File: config.mk
export PLATFORM = sky130hd
export DESIGN_NAME = html_char_reference_decoder_top
export DESIGN_NICKNAME = d
export VERILOG_FILES = /design/src/rtl/core/hcr_pkg.sv /design/src/rtl/core/html_char_reference_decoder_top.sv /design/src/rtl/core/hcr_datapath.sv /design/src/rtl/core/hcr_ctrl.sv
export SDC_FILE = /design/constraint.sdc
export NUM_CORES = 1
export LEC_CHECK = 0
export BUFFER_PORTS_ARGS = -buffer_cell sky130_fd_sc_hd__buf_4
export CAP_MARGIN = 10
export CORE_ASPECT_RATIO = 1.5
export CORE_UTILIZATION = 57
export CTS_BUF_LIST = sky130_fd_sc_hd__clkbuf_8 sky130_fd_sc_hd__clkbuf_16
export CTS_CLUSTER_DIAMETER = 50
export CTS_CLUSTER_SIZE = 30
export DETAILED_ROUTE_END_ITERATION = 16
export PLACE_DENSITY_LB_ADDON = 0.3
export SYNTH_ARGS = -nofsm -noshare
export SYNTH_HDL_FRONTEND = slang
export SYNTH_SLANG_ARGS = --single-unit
File: constraint.sdc
create_clock -name clk_i -period 4.3 [get_ports clk_i]
set_input_delay 0.645 -clock clk_i [delete_from_list [all_inputs] [get_ports clk_i]]
set_output_delay 0.645 -clock clk_i [all_outputs]
set_load 0.02 [all_outputs]
File: src/rtl/core/hcr_pkg.sv
// -----------------------------------------------------------------------------
// Character reference decoder package
// Shared types, sizes, name tables and the digit decode function.
// -----------------------------------------------------------------------------
package hcr_pkg;

  localparam int unsigned BufferBytes = 32;
  localparam int unsigned AddrW       = $clog2(BufferBytes);
  localparam int unsigned EchoLimit   = (BufferBytes < 32) ? BufferBytes : 32;
  localparam int unsigned CountW      = 7;
  localparam int unsigned NumNames    = 6;

  localparam logic [CountW-1:0] CountMax     = 7'd127;
  localparam logic [CountW-1:0] BufferBytesC = CountW'(BufferBytes);
  localparam logic [CountW-1:0] EchoLimitC   = CountW'(EchoLimit);

  localparam logic [20:0] CodeMax      = 21'h10FFFF;
  localparam logic [20:0] UnitMax      = 21'h00FFFF;
  localparam logic [20:0] SurrOffset   = 21'h010000;
  localparam logic [15:0] HighSurrBase = 16'hD800;
  localparam logic [15:0] LowSurrBase  = 16'hDC00;

  localparam logic [7:0] CharAmp    = 8'h26;
  localparam logic [7:0] CharHash   = 8'h23;
  localparam logic [7:0] CharLowerX = 8'h78;
  localparam logic [7:0] CharUpperX = 8'h58;

  // Named references, padded to eight bytes: amp, lt, gt, quot, apos, nbsp.
  localparam logic [7:0] NameText [NumNames][8] = '{
    '{8'h26, 8'h61, 8'h6D, 8'h70, 8'h3B, 8'h00, 8'h00, 8'h00},
    '{8'h26, 8'h6C, 8'h74, 8'h3B, 8'h00, 8'h00, 8'h00, 8'h00},
    '{8'h26, 8'h67, 8'h74, 8'h3B, 8'h00, 8'h00, 8'h00, 8'h00},
    '{8'h26, 8'h71, 8'h75, 8'h6F, 8'h74, 8'h3B, 8'h00, 8'h00},
    '{8'h26, 8'h61, 8'h70, 8'h6F, 8'h73, 8'h3B, 8'h00, 8'h00},
    '{8'h26, 8'h6E, 8'h62, 8'h73, 8'h70, 8'h3B, 8'h00, 8'h00}
  };
  localparam logic [2:0]  NameLen  [NumNames] = '{3'd5, 3'd4, 3'd4, 3'd6, 3'd6, 3'd6};
  localparam logic [15:0] NameUnit [NumNames] = '{
    16'h0026, 16'h003C, 16'h003E, 16'h0022, 16'h0027, 16'h00A0
  };

  typedef struct packed {
    logic [7:0] entity_byte;
    logic       is_final;
  } in_item_t;

  typedef struct packed {
    logic [15:0] unit_value;
    logic        is_raw_byte;
    logic        run_end;
    logic        truncated;
  } out_item_t;

  typedef enum logic [1:0] {
    SEL_SINGLE,
    SEL_HIGH,
    SEL_LOW,
    SEL_RAW
  } out_sel_e;

  typedef enum logic [1:0] {
    KIND_SINGLE,
    KIND_PAIR,
    KIND_ECHO
  } ref_kind_e;

  typedef struct packed {
    logic     take;
    logic     clear;
    logic     rd_start;
    logic     rd_next;
    logic     load;
    out_sel_e sel;
  } dp_cmd_t;

  typedef struct packed {
    ref_kind_e kind;
    logic      echo_last;
  } dp_status_t;

  // Bit 4 flags a valid digit of the current base, bits 3:0 hold its value.
  function automatic logic [4:0] digit_value(input logic [7:0] b, input logic hex);
    logic [4:0] r;
    r = '0;
    if (b >= 8'h30 && b <= 8'h39) begin
      r = {1'b1, b[3:0]};
    end else if (hex && ((b >= 8'h61 && b <= 8'h66) || (b >= 8'h41 && b <= 8'h46))) begin
      r = {1'b1, b[3:0] + 4'd9};
    end
    return r;
  endfunction

endpackage

File: src/rtl/core/html_char_reference_decoder_top.sv
// -----------------------------------------------------------------------------
// Character reference decoder: one byte per cycle until the final byte.
// After the final byte's transfer the input stalls while the controller
// passes through a decision state, which also starts the registered read of
// the byte buffer, then loads the results into the output register, one per
// cycle when the output is not stalled; input is taken again after the last.
// Reset clears all control state; the buffer is not cleared.
// -----------------------------------------------------------------------------
module html_char_reference_decoder_top (
  input  logic               clk_i,
  input  logic               rst_ni,
  input  logic               in_valid_i,
  output logic               in_stall_o,
  input  hcr_pkg::in_item_t  in_data_i,
  output logic               out_valid_o,
  input  logic               out_stall_i,
  output hcr_pkg::out_item_t out_data_o
);
  import hcr_pkg::*;

  dp_cmd_t    cmd;
  dp_status_t status;

  hcr_ctrl u_ctrl (
    .clk_i       (clk_i),
    .rst_ni      (rst_ni),
    .in_valid_i  (in_valid_i),
    .in_final_i  (in_data_i.is_final),
    .in_stall_o  (in_stall_o),
    .out_valid_o (out_valid_o),
    .out_stall_i (out_stall_i),
    .cmd_o       (cmd),
    .status_i    (status)
  );

  hcr_datapath u_datapath (
    .clk_i      (clk_i),
    .rst_ni     (rst_ni),
    .in_data_i  (in_data_i),
    .cmd_i      (cmd),
    .status_o   (status),
    .out_data_o (out_data_o)
  );

endmodule

File: src/rtl/core/hcr_datapath.sv
// -----------------------------------------------------------------------------
// Character reference decoder datapath
// Byte buffer, digit accumulator, name matching, result formatting and the
// output register.
// -----------------------------------------------------------------------------
module hcr_datapath (
  input  logic               clk_i,
  input  logic               rst_ni,
  input  hcr_pkg::in_item_t  in_data_i,
  input  hcr_pkg::dp_cmd_t   cmd_i,
  output hcr_pkg::dp_status_t status_o,
  output hcr_pkg::out_item_t out_data_o
);
  import hcr_pkg::*;

  logic [CountW-1:0]   count_q, count_d;
  logic [20:0]         code_q, code_d;
  logic                too_big_q, too_big_d;
  logic                seen_q, seen_d;
  logic                stopped_q, stopped_d;
  logic                hex_q, hex_d;
  logic                prefix_q, prefix_d;
  logic [NumNames-1:0] match_q, match_d;
  logic [AddrW-1:0]    echo_idx_q, echo_idx_d;

  logic [7:0]          mem_q [BufferBytes];
  logic [7:0]          rdata_q;
  out_item_t           out_q, out_d;

  logic [7:0]          in_byte;
  logic [4:0]          digit;
  logic [24:0]         code_x10, code_x16, acc;
  logic                named_hit, numeric, truncated;
  logic [15:0]         named_unit, single_unit, high_unit, low_unit;
  logic [20:0]         adj;
  logic [CountW-1:0]   echo_n, last_full;
  logic [AddrW-1:0]    last_idx, rd_addr;
  logic                echo_last;

  assign in_byte  = in_data_i.entity_byte;
  assign digit    = digit_value(in_byte, hex_q);
  assign code_x16 = {code_q, 4'b0000};
  assign code_x10 = {1'b0, code_q, 3'b000} + {3'b000, code_q, 1'b0};
  assign acc      = (hex_q ? code_x16 : code_x10) + {21'd0, digit[3:0]};

  always_comb begin
    count_d    = count_q;
    code_d     = code_q;
    too_big_d  = too_big_q;
    seen_d     = seen_q;
    stopped_d  = stopped_q;
    hex_d      = hex_q;
    prefix_d   = prefix_q;
    match_d    = match_q;
    if (cmd_i.clear) begin
      count_d   = '0;
      code_d    = '0;
      too_big_d = 1'b0;
      seen_d    = 1'b0;
      stopped_d = 1'b0;
      hex_d     = 1'b0;
      prefix_d  = 1'b1;
      match_d   = '1;
    end else if (cmd_i.take) begin
      for (int i = 0; i < NumNames; i++) begin
        if (count_q < {4'b0000, NameLen[i]}) begin
          match_d[i] = match_q[i] && (in_byte == NameText[i][count_q[2:0]]);
        end
      end
      if (count_q == 7'd0) begin
        prefix_d = prefix_q && (in_byte == CharAmp);
      end
      if (count_q == 7'd1) begin
        prefix_d = prefix_q && (in_byte == CharHash);
      end
      // The last byte of a reference never takes part in the digit run.
      if (!in_data_i.is_final && count_q >= 7'd2 && !stopped_q) begin
        if (count_q == 7'd2 && (in_byte == CharLowerX || in_byte == CharUpperX)) begin
          hex_d = 1'b1;
        end else if (!digit[4]) begin
          stopped_d = 1'b1;
        end else begin
          seen_d = 1'b1;
          if (!too_big_q) begin
            if (acc > {4'b0000, CodeMax}) begin
              too_big_d = 1'b1;
            end else begin
              code_d = acc[20:0];
            end
          end
        end
      end
      if (count_q != CountMax) begin
        count_d = count_q + 7'd1;
      end
    end
  end

  // Decision on the completed reference.
  always_comb begin
    named_hit  = 1'b0;
    named_unit = '0;
    for (int i = 0; i < NumNames; i++) begin
      if (match_q[i] && count_q == {4'b0000, NameLen[i]}) begin
        named_hit  = 1'b1;
        named_unit = NameUnit[i];
      end
    end
  end

  assign numeric     = (count_q >= 7'd4) && prefix_q && seen_q && !too_big_q;
  assign single_unit = named_hit ? named_unit : code_q[15:0];
  assign adj         = code_q - SurrOffset;
  assign high_unit   = HighSurrBase + {6'd0, adj[19:10]};
  assign low_unit    = LowSurrBase + {6'd0, adj[9:0]};
  assign echo_n      = (count_q < EchoLimitC) ? count_q : EchoLimitC;
  assign last_full   = echo_n - 7'd1;
  assign last_idx    = last_full[AddrW-1:0];
  assign truncated   = count_q > EchoLimitC;
  assign echo_last   = echo_idx_q == last_idx;

  always_comb begin
    if (named_hit || (numeric && code_q != 21'd0 && code_q <= UnitMax)) begin
      status_o.kind = KIND_SINGLE;
    end else if (numeric && code_q > UnitMax) begin
      status_o.kind = KIND_PAIR;
    end else begin
      status_o.kind = KIND_ECHO;
    end
    status_o.echo_last = echo_last;
  end

  assign rd_addr    = cmd_i.rd_start ? '0 : echo_idx_q + AddrW'(1);
  assign echo_idx_d = (cmd_i.rd_start || cmd_i.rd_next) ? rd_addr : echo_idx_q;

  always_comb begin
    unique case (cmd_i.sel)
      SEL_SINGLE: out_d = '{unit_value: single_unit, is_raw_byte: 1'b0,
                            run_end: 1'b1, truncated: 1'b0};
      SEL_HIGH:   out_d = '{unit_value: high_unit, is_raw_byte: 1'b0,
                            run_end: 1'b0, truncated: 1'b0};
      SEL_LOW:    out_d = '{unit_value: low_unit, is_raw_byte: 1'b0,
                            run_end: 1'b1, truncated: 1'b0};
      SEL_RAW:    out_d = '{unit_value: {8'd0, rdata_q}, is_raw_byte: 1'b1,
                            run_end: echo_last, truncated: truncated};
      default:    out_d = out_q;
    endcase
  end

  always_ff @(posedge clk_i or negedge rst_ni) begin
    if (!rst_ni) begin
      count_q    <= '0;
      code_q     <= '0;
      too_big_q  <= 1'b0;
      seen_q     <= 1'b0;
      stopped_q  <= 1'b0;
      hex_q      <= 1'b0;
      prefix_q   <= 1'b1;
      match_q    <= '1;
      echo_idx_q <= '0;
    end else begin
      count_q    <= count_d;
      code_q     <= code_d;
      too_big_q  <= too_big_d;
      seen_q     <= seen_d;
      stopped_q  <= stopped_d;
      hex_q      <= hex_d;
      prefix_q   <= prefix_d;
      match_q    <= match_d;
      echo_idx_q <= echo_idx_d;
    end
  end

  // Buffer memory with a registered read port, and the output payload.
  always_ff @(posedge clk_i) begin
    if (cmd_i.take && count_q < BufferBytesC) begin
      mem_q[count_q[AddrW-1:0]] <= in_byte;
    end
    if (cmd_i.rd_start || cmd_i.rd_next) begin
      rdata_q <= mem_q[rd_addr];
    end
    if (cmd_i.load) begin
      out_q <= out_d;
    end
  end

  assign out_data_o = out_q;

endmodule

File: src/rtl/core/hcr_ctrl.sv
// -----------------------------------------------------------------------------
// Character reference decoder controller
// Sequences byte collection, the decision and the transfer of each result.
// -----------------------------------------------------------------------------
module hcr_ctrl (
  input  logic                clk_i,
  input  logic                rst_ni,
  input  logic                in_valid_i,
  input  logic                in_final_i,
  output logic                in_stall_o,
  output logic                out_valid_o,
  input  logic                out_stall_i,
  output hcr_pkg::dp_cmd_t    cmd_o,
  input  hcr_pkg::dp_status_t status_i
);
  import hcr_pkg::*;

  typedef enum logic [2:0] {
    ST_COLLECT,
    ST_DECIDE,
    ST_SINGLE,
    ST_HIGH,
    ST_LOW,
    ST_ECHO
  } state_e;

  state_e  state_q, state_d;
  logic    out_valid_q, out_valid_d;
  logic    out_free, accept;
  dp_cmd_t cmd;

  assign in_stall_o = (state_q != ST_COLLECT);
  assign accept     = in_valid_i && !in_stall_o;
  // The output register can take a new result when empty or being drained.
  assign out_free   = !out_valid_q || !out_stall_i;

  always_comb begin
    state_d     = state_q;
    out_valid_d = out_valid_q && out_stall_i;
    cmd         = '{take: 1'b0, clear: 1'b0, rd_start: 1'b0, rd_next: 1'b0,
                    load: 1'b0, sel: SEL_SINGLE};
    unique case (state_q)
      ST_COLLECT: begin
        cmd.take = accept;
        if (accept && in_final_i) begin
          state_d = ST_DECIDE;
        end
      end
      ST_DECIDE: begin
        cmd.rd_start = 1'b1;
        unique case (status_i.kind)
          KIND_SINGLE: state_d = ST_SINGLE;
          KIND_PAIR:   state_d = ST_HIGH;
          default:     state_d = ST_ECHO;
        endcase
      end
      ST_SINGLE: begin
        if (out_free) begin
          cmd.load    = 1'b1;
          cmd.sel     = SEL_SINGLE;
          cmd.clear   = 1'b1;
          out_valid_d = 1'b1;
          state_d     = ST_COLLECT;
        end
      end
      ST_HIGH: begin
        if (out_free) begin
          cmd.load    = 1'b1;
          cmd.sel     = SEL_HIGH;
          out_valid_d = 1'b1;
          state_d     = ST_LOW;
        end
      end
      ST_LOW: begin
        if (out_free) begin
          cmd.load    = 1'b1;
          cmd.sel     = SEL_LOW;
          cmd.clear   = 1'b1;
          out_valid_d = 1'b1;
          state_d     = ST_COLLECT;
        end
      end
      ST_ECHO: begin
        if (out_free) begin
          cmd.load    = 1'b1;
          cmd.sel     = SEL_RAW;
          out_valid_d = 1'b1;
          if (status_i.echo_last) begin
            cmd.clear = 1'b1;
            state_d   = ST_COLLECT;
          end else begin
            cmd.rd_next = 1'b1;
          end
        end
      end
      default: begin
        state_d = ST_COLLECT;
      end
    endcase
  end

  always_ff @(posedge clk_i or negedge rst_ni) begin
    if (!rst_ni) begin
      state_q     <= ST_COLLECT;
      out_valid_q <= 1'b0;
    end else begin
      state_q     <= state_d;
      out_valid_q <= out_valid_d;
    end
  end

  assign out_valid_o = out_valid_q;
  assign cmd_o       = cmd;

endmodule

==> impl_metrics.csv <==
group,metric,value,unit
outcome,status,"finished clean",
logic_synthesis,ys_warn_count,0,
logic_synthesis,ys_types,80,
critical_path,r2r_end,"u_datapath.code_q[6]",
cts,cts_buffers,24,
critical_path,start_kind,"flip-flop",
timing,fin_skew,0.0316,ns
timing,worst_slew_pin_slew,1.07,ns
critical_path,cp-end-kind,"flip-flop",
timing,report.final.hold_viol_count,0,
place,gp_congestion,0.945,
cts,cts_tree,"done",
timing,fin_tns_setup,0,ns
detailed_routing,routed_wl,46.5,mm
floorplanning,io_pins,34,
timing,fmax,241,MHz
global_routing,antenna_found_initial,1,
detailed_routing,drt_iter0_drc,1190,
cts,clock_sinks,331,
cts,htree_levels,1,
logic_synthesis,seq_area_frac_synth,56.7,%
floorplanning,dieWidth,143,um
cts,worstSkewPairLatency,0.58,ns
place,io_buffers,33,
critical_path,path_class,"flip-flop to flip-flop",
cts,clockBufferDepth,3,
pwr,powerDensity,554,mW/mm^2
detailed_routing,vias_per_cell,6.52,
floorplanning,initial_core_util,58.0,%
floorplanning,design.die.area,0.0307,sq mm
floorplanning,fp.coreArea,0.0295,sq mm
timing,min_period_over_period,96.5,%
critical_path,reg2reg_from,"u_datapath.code_q[9]",
logic_synthesis,ys.flop_type,"edfxtp_1",
critical_path,worstPathRequired,4.78,ns
finish,n_antenna_cell,0,
finish,fin_nets,1594,
logic_synthesis,synth_edf_count,283,
pwr,p_leak,6.72,nW
critical_path,cp_max_fo,11,
worst_hold_path,hold_path.class,"input pin to asynchronous set/reset pin",
detailed_routing,drc,0,
logic_synthesis,syn_nets,1553,
timing,setup_viol,0,
global_routing,grt_pass1_vias,12500,
global_routing,gr-total-overflow,0,
pwr,max-vdd-ir-drop,0.495,mV
floorplanning,die_height,214,um
global_routing,grt_max_degree,129,
pwr,p_total,0.0106,W
logic_synthesis,postSynthAreaPerCell,11.5,sq um
global_routing,grt_use_total,30.9,%
finish,drive_gt1_share,14.8,%
logic_synthesis,async_reset_ff_share,14.5,%
detailed_routing,vias,12700,
run,cap_violations,0,
global_routing,grt_pass1_wl,71.3,mm
timing,rsz0062_at_grt,"no",
critical_path,reg2reg_slack,0.15,ns
finish,area_delta_synth_final,12.0,%
logic_synthesis,synth-seq-cells,331,
logic_synthesis,syn-cell-area,0.0171,sq mm
logic_synthesis,syn_inst,1493,
detailed_routing,ant_nets,0,
place,dp_hpwl,32.4,mm
cts,ctsRootBufferMaster,"clkbuf_16",
timing,maxSlewHeadroom,28.4,%
timing,min_period,4.15,ns
critical_path,r2r_cells,12,
critical_path,worstPathArrival,4.63,ns
detailed_routing,wl_per_cell,23.9,um
timing,drv_slew,0,
detailed_routing,drt-pass1-iter-count,5,
finish,fill_cells,2268,
floorplanning,rows,77,
cts,clkTransAtPathRegs,0.10,ns
[sequential cells by signal (all words and copies together) (netlist names)]
| register | cells |
|---|---|
| u_ctrl.out_valid_o | 1 |
| u_ctrl.state_q | 3 |
| u_datapath.code_q | 21 |
| u_datapath.count_q | 7 |
| u_datapath.echo_idx_q | 5 |
| u_datapath.hex_q | 1 |
| u_datapath.match_q | 6 |
| u_datapath.mem_q | 256 |
| u_datapath.out_data_o | 19 |
| u_datapath.prefix_q | 1 |
| u_datapath.rdata_q | 8 |
| u_datapath.seen_q | 1 |
| u_datapath.stopped_q | 1 |
| u_datapath.too_big_q | 1 |
[cell usage in the layout, fill, tap and decap left out, types with 33 or more instances in the layout]
master / Yosys / routed
a211oi_1: 36 / 35
a21oi_1: 59 / 57
a31oi_1: 41 / 41
buf_4: 1 / 103
dfrtp_1: 41 / 39
edfxtp_1: 283 / 283
ha_1: 45 / 43
nand2_1: 181 / 181
nor2_1: 103 / 100
nor3_1: 44 / 41
o21ai_0: 67 / 66
o221ai_1: 33 / 33
o22ai_1: 40 / 39
xnor2_1: 39 / 39
[synth_stat cells (all sizes together) (14+ instances only)]
master | n | area share, %
o21ai | 69 | 2.0
nand4 | 14 | 0.51
inv | 30 | 0.66
o221ai | 33 | 1.7
a31oi | 41 | 1.5
xor2 | 24 | 1.2
a211oi | 38 | 1.7
nand3 | 29 | 0.85
buf | 20 | 0.57
dfrtp | 41 | 6.0
ha | 45 | 3.3
o22ai | 40 | 1.5
mux4 | 17 | 2.2
mux2 | 14 | 0.92
edfxtp | 283 | 50
mux2i | 30 | 1.8
clkbuf | 73 | 1.6
nor2 | 103 | 2.3
nor3 | 44 | 1.3
xnor2 | 39 | 2.0
nand2 | 181 | 4.0
and2 | 39 | 1.4
a21oi | 59 | 1.7
[cell families after synthesis]
group,after synthesis,synth area share (%)
flops,331,56.7
buf+inv,125,2.87
fa+ha+maj,47,3.52
mux,61,4.91
compound gates,379,15.2
simple gates,487,13.5
xor+xnor,63,3.22
[power breakdown]
group | switching, W | internal, W
combinational | 0.00261 | 0.00141
clock | 0.00139 | 0.00119
sequential | 0.000158 | 0.00385
total | 0.00416 | 0.00645
[timing repair]
item,CTS,global route
hold buffers,0,0
resized for setup,0,4
hold endpoints to repair,0,0
endpoints found under the setup margin,0,21
buffers inserted,0,2
[layout make-up]
type	count	area [sq um]	share of cell area, %
clock inverters	20	340	1.78
clock buffers	24	601	3.14
multi-input cells	1037	7020	36.7
inverters	32	123	0.640
well taps	395	494	2.58
flip-flops and latches	331	9710	50.7
repair buffers	108	865	4.51
[metrics by stage]
step           setup WS, ns  cells  area, sq um  hold slack, ns  utilization, %
2_1_floorplan       0.00266   1493        17200           0.349               -
3_3_place_gp         -0.140   1901        18200           0.451            61.7
3_5_place_dp         -0.250   1901        18200           0.459            61.7
4_1_cts               0.242   1945        19100          0.0914            64.9
5_1_grt              0.0156   1947        19200           0.131            65.0
6_report              0.152   1947        19200          0.0846            65.0
[worst max path at each step]
| stage | slack (ns) | startpoint | endpoint |
|---|---|---|---|
| final | 0.15 | u_datapath.code_q[9] | u_datapath.code_q[6] |
| after global routing | 0.02 | u_datapath.code_q[9] | u_datapath.code_q[0] |
| after CTS | 0.24 | u_datapath.code_q[0] | u_datapath.code_q[0] |
| after detailed placement | -0.25 | in_data_i[2] | u_datapath.code_q[6] |
| after global placement | -0.14 | in_data_i[2] | u_datapath.code_q[12] |
| after floorplan | 0.003 | in_data_i[2] | u_datapath.code_q[13] |
[critical path: stages (launching register included)]
cell and delay [ns]:
dfrtp_1 0.60, ha_1 0.36, a21oi_1 0.42, o21ai_0 0.35, a21oi_1 0.25, mux2i_1 0.20, o211ai_1 0.28, nor3_1 0.55
and3_1 0.24, a31o_2 0.18, o211a_1 0.25, buf_12 0.17, mux2i_1 0.19
[per-layer routing]
| metal | routed length [um] | vias up | track usage (%) |
|---|---|---|---|
| met3 | 2570 | 179 | 3.89 |
| li1 | - | 5771 | - |
| met4 | 3200 | 2 | 19.8 |
| met5 | 13 | - | 0 |
| met1 | 16900 | 6233 | 36.1 |
| met2 | 23800 | 511 | 53.3 |
Note: power is estimated with default switching activity, not from simulation.
